File: config.mk
export PLATFORM = sky130hd
export DESIGN_NAME = quoted_field_splitter
export DESIGN_NICKNAME = d
export VERILOG_FILES = /design/src/qfs_pkg.sv /design/src/qfs_parse.sv /design/src/quoted_field_splitter.sv
export SDC_FILE = /design/constraint.sdc
export NUM_CORES = 1
export LEC_CHECK = 0
export ABC_AREA = 0
export BUFFER_PORTS_ARGS = -buffer_cell sky130_fd_sc_hd__buf_2
export CAP_MARGIN = 20
export CORE_MARGIN = 10
export CORE_UTILIZATION = 45
export CTS_BUF_LIST = sky130_fd_sc_hd__clkbuf_2
export CTS_CLUSTER_SIZE = 16
export DETAILED_ROUTE_END_ITERATION = 10
export PLACE_DENSITY_LB_ADDON = 0.05
export REMOVE_ABC_BUFFERS = 1
export SLEW_MARGIN = 20
export SYNTH_ARGS = -nofsm -noshare
export SYNTH_HDL_FRONTEND = slang
export SYNTH_SLANG_ARGS = --single-unit
File: constraint.sdc
create_clock -name clock -period 3.4 [get_ports clock]
set_input_delay 0.34 -clock clock [delete_from_list [all_inputs] [get_ports clock]]
set_output_delay 0.34 -clock clock [all_outputs]
set_load 0.03 [all_outputs]
File: src/qfs_pkg.sv
`default_nettype none

package qfs_pkg;

   localparam int SEPARATOR_SLOTS = 4;
   localparam int COUNT_BITS      = 8;
   localparam int CMP_BITS        = ((COUNT_BITS > 8) ? COUNT_BITS : 8) + 1;

   localparam logic [COUNT_BITS-1:0] COUNT_MAX = {COUNT_BITS{1'b1}};

   localparam int CSR_INDEX_BITS = 3;
   localparam int CSR_DATA_BITS  = 32;

   typedef enum logic [CSR_INDEX_BITS-1:0] {
      CSR_SEPARATOR_BYTES = 3'd0,
      CSR_SEPARATOR_COUNT = 3'd1,
      CSR_MAX_FIELDS      = 3'd2,
      CSR_TRIM_MODE       = 3'd3,
      CSR_QUOTE_MODE      = 3'd4
   } csr_index_type;

   typedef enum logic [2:0] {
      PH_START  = 3'd0,
      PH_PLAIN  = 3'd1,
      PH_QUOTED = 3'd2,
      PH_ESCAPE = 3'd3,
      PH_AFTERQ = 3'd4
   } phase_type;

   localparam logic [7:0] CH_N      = 8'h6E;
   localparam logic [7:0] CH_R      = 8'h72;
   localparam logic [7:0] CH_T      = 8'h74;
   localparam logic [7:0] CH_BSLASH = 8'h5C;
   localparam logic [7:0] CH_SQUOTE = 8'h27;
   localparam logic [7:0] CH_DQUOTE = 8'h22;
   localparam logic [7:0] CH_LF     = 8'h0A;
   localparam logic [7:0] CH_CR     = 8'h0D;
   localparam logic [7:0] CH_TAB    = 8'h09;

   typedef struct packed {
      logic [31:0] separator_bytes;
      logic [2:0]  separator_count;
      logic [7:0]  max_fields;
      logic        trim_mode;
      logic        quote_mode;
   } cfg_type;

   typedef struct packed {
      logic       emit;
      logic [7:0] char_out;
      logic       char_valid;
      logic       field_end;
      logic       list_end;
   } result_type;

endpackage

`default_nettype wire

File: src/qfs_parse.sv
`default_nettype none

module qfs_parse (
   input  wire                  clock,
   input  wire                  reset,
   input  wire                  step,
   input  wire  [7:0]           char_in,
   input  wire                  is_term,
   input  wire  qfs_pkg::cfg_type cfg,
   output qfs_pkg::result_type  result
);
   import qfs_pkg::*;

   phase_type             phase_ff, phase_in;
   logic                  quote_dq_ff, quote_dq_in;
   logic [COUNT_BITS-1:0] fields_ff, fields_in;
   logic                  final_ff, final_in;

   logic                  sep;
   logic                  last;
   logic                  start_like;
   logic [COUNT_BITS-1:0] fields_inc;
   logic [7:0]            quote_char;
   logic [7:0]            esc_char;
   logic [3:0]            sep_limit;

   always_comb begin
      sep_limit = (cfg.separator_count > 3'(SEPARATOR_SLOTS)) ?
                  4'(SEPARATOR_SLOTS) : {1'b0, cfg.separator_count};
      sep = 1'b0;
      for (int i = 0; i < SEPARATOR_SLOTS; i++) begin
         if (4'(i) < sep_limit) begin
            if (i < 4) begin
               if (cfg.separator_bytes[8*(i%4) +: 8] == char_in) sep = 1'b1;
            end else if (char_in == 8'h00) begin
               sep = 1'b1;
            end
         end
      end
   end

   assign last = (cfg.max_fields != 8'h00) &&
                 (CMP_BITS'(fields_ff) + CMP_BITS'(1) >= CMP_BITS'(cfg.max_fields));
   assign fields_inc = (fields_ff == COUNT_MAX) ? fields_ff : fields_ff + 1'b1;
   assign quote_char = quote_dq_ff ? CH_DQUOTE : CH_SQUOTE;
   assign start_like = (phase_ff != PH_PLAIN) && (phase_ff != PH_QUOTED) &&
                       (phase_ff != PH_ESCAPE) && (phase_ff != PH_AFTERQ);

   always_comb begin
      case (char_in)
         CH_N:    esc_char = CH_LF;
         CH_R:    esc_char = CH_CR;
         CH_T:    esc_char = CH_TAB;
         default: esc_char = char_in;
      endcase
   end

   always_comb begin
      phase_in    = phase_ff;
      quote_dq_in = quote_dq_ff;
      fields_in   = fields_ff;
      final_in    = final_ff;
      result      = '0;
      if (is_term) begin
         result.emit      = 1'b1;
         result.list_end  = 1'b1;
         result.field_end = !((phase_ff == PH_AFTERQ) || (start_like && cfg.trim_mode));
         phase_in    = PH_START;
         quote_dq_in = 1'b0;
         fields_in   = '0;
         final_in    = 1'b0;
      end else begin
         unique case (phase_ff)
            PH_PLAIN: begin
               result.emit = 1'b1;
               if (!final_ff && sep) begin
                  fields_in        = fields_inc;
                  phase_in         = PH_START;
                  result.field_end = 1'b1;
               end else begin
                  result.char_out   = char_in;
                  result.char_valid = 1'b1;
               end
            end
            PH_QUOTED: begin
               if (char_in == CH_BSLASH) begin
                  phase_in = PH_ESCAPE;
               end else if (char_in == quote_char) begin
                  fields_in        = fields_inc;
                  phase_in         = PH_AFTERQ;
                  result.emit      = 1'b1;
                  result.field_end = 1'b1;
               end else begin
                  result.emit       = 1'b1;
                  result.char_out   = char_in;
                  result.char_valid = 1'b1;
               end
            end
            PH_ESCAPE: begin
               phase_in          = PH_QUOTED;
               result.emit       = 1'b1;
               result.char_out   = esc_char;
               result.char_valid = 1'b1;
            end
            PH_AFTERQ: begin
               phase_in = PH_START;
            end
            default: begin
               if (cfg.trim_mode && sep) begin
                  phase_in = phase_ff;
               end else if (!last && cfg.quote_mode &&
                            (char_in == CH_SQUOTE || char_in == CH_DQUOTE)) begin
                  quote_dq_in = (char_in == CH_DQUOTE);
                  final_in    = 1'b0;
                  phase_in    = PH_QUOTED;
               end else if (!last && sep) begin
                  final_in         = 1'b0;
                  fields_in        = fields_inc;
                  phase_in         = PH_START;
                  result.emit      = 1'b1;
                  result.field_end = 1'b1;
               end else begin
                  final_in          = last;
                  phase_in          = PH_PLAIN;
                  result.emit       = 1'b1;
                  result.char_out   = char_in;
                  result.char_valid = 1'b1;
               end
            end
         endcase
      end
   end

   always_ff @(posedge clock) begin
      if (reset) begin
         phase_ff    <= PH_START;
         quote_dq_ff <= 1'b0;
         fields_ff   <= '0;
         final_ff    <= 1'b0;
      end else if (step) begin
         phase_ff    <= phase_in;
         quote_dq_ff <= quote_dq_in;
         fields_ff   <= fields_in;
         final_ff    <= final_in;
      end
   end

endmodule

`default_nettype wire

File: src/quoted_field_splitter.sv
`default_nettype none

// Field splitter for a byte stream. Each req word is one string byte, with
// req_tlast marking the terminator word (its byte is ignored). Each rsp word
// carries a field byte (tuser[0]), an end-of-field mark (tuser[1]) and/or the
// end-of-list mark (tlast); some input words give no rsp word. One word is
// taken every clock while the rsp side is not stalled; a word goes through an
// input register and the parse logic into the result register, and the parse
// state is registered as each word advances. The csr port is to be written by
// the user only while the stream is idle; the block does not enforce this.
// There is no startup sweep after reset.
module quoted_field_splitter (
   input  wire        clock,
   input  wire        reset,
   input  wire        req_tvalid,
   output logic       req_tready,
   input  wire  [7:0] req_tdata,    // [7:0] char_in
   input  wire        req_tlast,    // is_terminator
   output logic       rsp_tvalid,
   input  wire        rsp_tready,
   output logic [7:0] rsp_tdata,    // [7:0] char_out
   output logic [1:0] rsp_tuser,    // [0] char_valid, [1] field_end
   output logic       rsp_tlast,    // list_end
   input  wire        csr_we,
   input  wire  [qfs_pkg::CSR_INDEX_BITS-1:0] csr_index,
   input  wire  [qfs_pkg::CSR_DATA_BITS-1:0]  csr_wdata
);
   import qfs_pkg::*;

   cfg_type    cfg_ff;
   logic       in_valid_ff;
   logic [7:0] in_char_ff;
   logic       in_term_ff;
   logic       out_valid_ff;
   logic [7:0] out_char_ff;
   logic       out_cv_ff;
   logic       out_fe_ff;
   logic       out_le_ff;
   logic       advance;
   result_type result;

   assign advance    = in_valid_ff && (!out_valid_ff || rsp_tready);
   assign req_tready = !in_valid_ff || advance;

   always_ff @(posedge clock) begin
      if (reset) begin
         cfg_ff.separator_bytes <= 32'h0;
         cfg_ff.separator_count <= 3'd1;
         cfg_ff.max_fields      <= 8'h00;
         cfg_ff.trim_mode       <= 1'b0;
         cfg_ff.quote_mode      <= 1'b0;
      end else if (csr_we) begin
         unique case (csr_index_type'(csr_index))
            CSR_SEPARATOR_BYTES: cfg_ff.separator_bytes <= csr_wdata[31:0];
            CSR_SEPARATOR_COUNT: cfg_ff.separator_count <= csr_wdata[2:0];
            CSR_MAX_FIELDS:      cfg_ff.max_fields      <= csr_wdata[7:0];
            CSR_TRIM_MODE:       cfg_ff.trim_mode       <= csr_wdata[0];
            CSR_QUOTE_MODE:      cfg_ff.quote_mode      <= csr_wdata[0];
            default: ;
         endcase
      end
   end

   always_ff @(posedge clock) begin
      if (reset) begin
         in_valid_ff <= 1'b0;
      end else if (req_tready) begin
         in_valid_ff <= req_tvalid;
      end
      if (req_tready && req_tvalid) begin
         in_char_ff <= req_tdata;
         in_term_ff <= req_tlast;
      end
   end

   qfs_parse u_parse (
      .clock   (clock),
      .reset   (reset),
      .step    (advance),
      .char_in (in_char_ff),
      .is_term (in_term_ff),
      .cfg     (cfg_ff),
      .result  (result)
   );

   always_ff @(posedge clock) begin
      if (reset) begin
         out_valid_ff <= 1'b0;
      end else if (advance) begin
         out_valid_ff <= result.emit;
      end else if (rsp_tready) begin
         out_valid_ff <= 1'b0;
      end
      if (advance) begin
         out_char_ff <= result.char_out;
         out_cv_ff   <= result.char_valid;
         out_fe_ff   <= result.field_end;
         out_le_ff   <= result.list_end;
      end
   end

   assign rsp_tvalid = out_valid_ff;
   assign rsp_tdata  = out_char_ff;
   assign rsp_tuser  = {out_fe_ff, out_cv_ff};
   assign rsp_tlast  = out_le_ff;

endmodule

`default_nettype wire

==> results.json <==
{
  "outcome": "complete, no violations",
  "syn_area_um2": 4330,
  "grt_usage_pct": 16.6,
  "synth_top_cell_area_share_pct": 27.8,
  "tightest_slew_ns": 0.861,
  "fmax_ghz": 0.326,
  "cpPeakStageDelay_ns": 0.42,
  "htree_levels": 3,
  "setup_ws_ns": 0.328,
  "place.gp.congestion": 0.885,
  "nets": 646,
  "relSlewSlack_pct": 42.4,
  "first_pass_iters": 5,
  "power_density_nw_per_um2": 388,
  "final_util_pct": 56.3,
  "drive_gt1_share_pct": 17.0,
  "grt_pass1_vias": 3781,
  "power_mw": 2.03,
  "path_buf_inv": 1,
  "hold_viol": 0,
  "routedWlPerCell_um": 16.1,
  "cts-root-buf": "clkbuf_2",
  "grt_start_max_net_pins": 33,
  "crit_path_end_kind": "flop",
  "r2r-start": "u_parse.fields_ff[2]$_SDFFE_PP0P_",
  "crit_end": "rsp_tdata[2]$_SDFFCE_PP0P_",
  "p_leak_nw": 2.04,
  "tns_ns": 0,
  "synthTopCellsByArea": "dfxtp_1, edfxtp_1, nand2_1, a21oi_1, xor2_1",
  "diodes": 0,
  "drtAntennaViolNets": 0,
  "cp.arrival_ns": 3.40,
  "final_common_cell": "nand2_1",
  "critPathKind": "flop to flop",
  "gr-total-overflow": 0,
  "grt_antenna_before_repair": 0,
  "path_cells": "nand3_1 -> or2_2 -> nor2_1 -> xor2_1 -> ha_1 -> inv_1 -> o31ai_1 -> a211oi_1 -> o21a_1 -> o221ai_1 -> nand4b_1 -> o311ai_2 -> o31a_1",
  "synth-edff-count": 20,
  "worst_r2r_path_depth": 13,
  "r2r_setup_slack_ns": 0.33,
  "cp.required_ns": 3.73,
  "grt_first_pass_wirelength_um": 19300,
  "synth_top_flop_cell": "dfxtp_1",
  "cts_buffer_depth": 2,
  "drv_slew": 0,
  "worstReg2RegEnd": "rsp_tdata[2]$_SDFFCE_PP0P_",
  "synthCells": 503,
  "initial_core_util_pct": 46.6,
  "rsz0062_at_grt": "false",
  "core-area_um2": 9280,
  "seq_area_frac_synth_pct": 41.7,
  "rows": 35,
  "numCtsBuffers": 9,
  "num_io_pins": 62,
  "worstPathMaxFanout": 5,
  "pre_cts_slack_ns": 0.00989,
  "postSynth.asyncResetShare_pct": 0,
  "path_clk_slew_ns": 0.25,
  "ir_worst_vdd_uv": 187,
  "fp.dieW_um": 118,
  "slowest_stage": "dfxtp_2",
  "die-height_um": 118,
  "crit_path_start_kind": "flop",
  "syn_avg_cell_area_um2": 8.60,
  "yosys_warnings": 0,
  "fin_crit_sh_pct": 90.3,
  "whs_ns": 0.0473,
  "dp_hpwl_um": 8250,
  "min_period_ns": 3.07,
  "insertion_delay_ns": 0.53,
  "die_area_um2": 13900,
  "ys_types": 59,
  "cts_sinks": 80,
  "crit_start": "u_parse.fields_ff[2]$_SDFFE_PP0P_",
  "path_delay_family": "compound AO/OA/AOI/OAI gates",
  "routed_wl_um": 11600,
  "hold_class": "input pin to flop",
  "cp_num_cells": 13,
  "area_growth_pct": 20.9,
  "via_per_inst": 5.30,
  "yosysTopAreaCell": "dfxtp_1",
  "setup_viol": 0,
  "drt_iter0_markers": 273,
  "cts_tree": "yes",
  "cap_violations": 0,
  "synth_seq_cells": 80,
  "port_buffers": 61,
  "drc": 0,
  "dr_total_vias": 3827,
  "final_cell_mix": "nand2_1, buf_2, dfxtp_1",
  "final.setup_skew_ns": 0.0365
}
-- area by class of cell --
type                       count  area [µm²]
fill                         905        4050
multi-input combinational    379        2320
sequential                    80        1800
timing repair buffer         103         706
tap                          129         161
clock inverter                 5         129
inverter                      15        56.3
clock buffer                  11        55.1
-- metal layers --
metal / track usage [%] / share of wire (%) / vias up
li1: - / - / 1929
met1: 21.0 / 44 / 1775
met2: 27.6 / 49 / 106
met3: 3.31 / 4.7 / 17
met4: 5.49 / 1.6 / 0
met5: 0 / 0 / -
-- synth_stat cells, drive strengths merged (9+ instances only) --
library cell  instances
o21ai                18
edfxtp               20
xnor2                18
nand3                12
nand2                94
buf                  11
mux2i                15
inv                  13
clkbuf               18
nor3                 19
xor2                 24
a21oi                47
ha                    9
nor2                 39
dfxtp                60
-- logic make-up (layout without fill, tap and decap cells) --
logic type / Yosys count / count (layout) / share of synthesized area (%)
adder cells (fa/ha/maj): 9 / 9 / 2.60
AND/OR/NAND/NOR: 209 / 209 / 22.7
flip-flops: 80 / 80 / 41.7
AO/OA/AOI/OAI: 103 / 103 / 15.3
buffers and inverters: 44 / 134 / 4.98
XOR/XNOR: 42 / 42 / 9.03
multiplexers: 16 / 16 / 3.73
-- sequential cells by signal, indices dropped and copies added, names as in the netlist, 3 cells and up --
register and flops:
cfg_ff 45, u_parse.phase_ff 3, u_parse.fields_ff 8, in_char_ff 8, rsp_tdata 8
-- how the worst min path moves through the flow --
stage | from | to | slack [ns] | cells past startpoint
after floorplan | reset | cfg_ff[13]$_SDFFE_PP0P_ | 0.41 | 1
after global placement | cfg_ff[34]$_SDFFE_PP0P_ | cfg_ff[34]$_SDFFE_PP0P_ | 0.46 | 2
after detailed placement | cfg_ff[21]$_SDFFE_PP0P_ | cfg_ff[21]$_SDFFE_PP0P_ | 0.46 | 2
after CTS | csr_wdata[14] | cfg_ff[27]$_SDFFE_PP0P_ | 0.0006 | 3
after global routing | csr_wdata[14] | cfg_ff[27]$_SDFFE_PP0P_ | 0.004 | 3
final | csr_wdata[3] | cfg_ff[16]$_SDFFE_PP0P_ | 0.05 | 3
-- where the power goes --
group / switching [mW] / total, mW / internal, mW
registers: 0.0405 / 1.05 / 1.01
logic: 0.128 / 0.236 / 0.109
clock network: 0.347 / 0.745 / 0.398
total: 0.515 / 2.03 / 1.52
-- what timing repair did --
action                     in CTS  in global routing
setup buffers                   0                  0
setup endpoints to repair       5                 11
hold endpoints to repair       32                  2
hold buffers                   32                  2
pin swaps                       0                  0
resized for setup               1                  5
-- stage by stage --
stage	std cells	area [µm²]
2_1_floorplan	474	4170
3_3_place_gp	672	4690
3_5_place_dp	672	4690
4_1_cts	720	5200
5_1_grt	722	5230
6_report	722	5230
-- tightest hold or removal path: cells and delay by family --
family	cells	cell delay [ns]
buffers and inverters	1	0.10
AO/OA/AOI/OAI	1	0.05
AND/OR/NAND/NOR	1	0.05
Power figures use the tool's default switching activity.
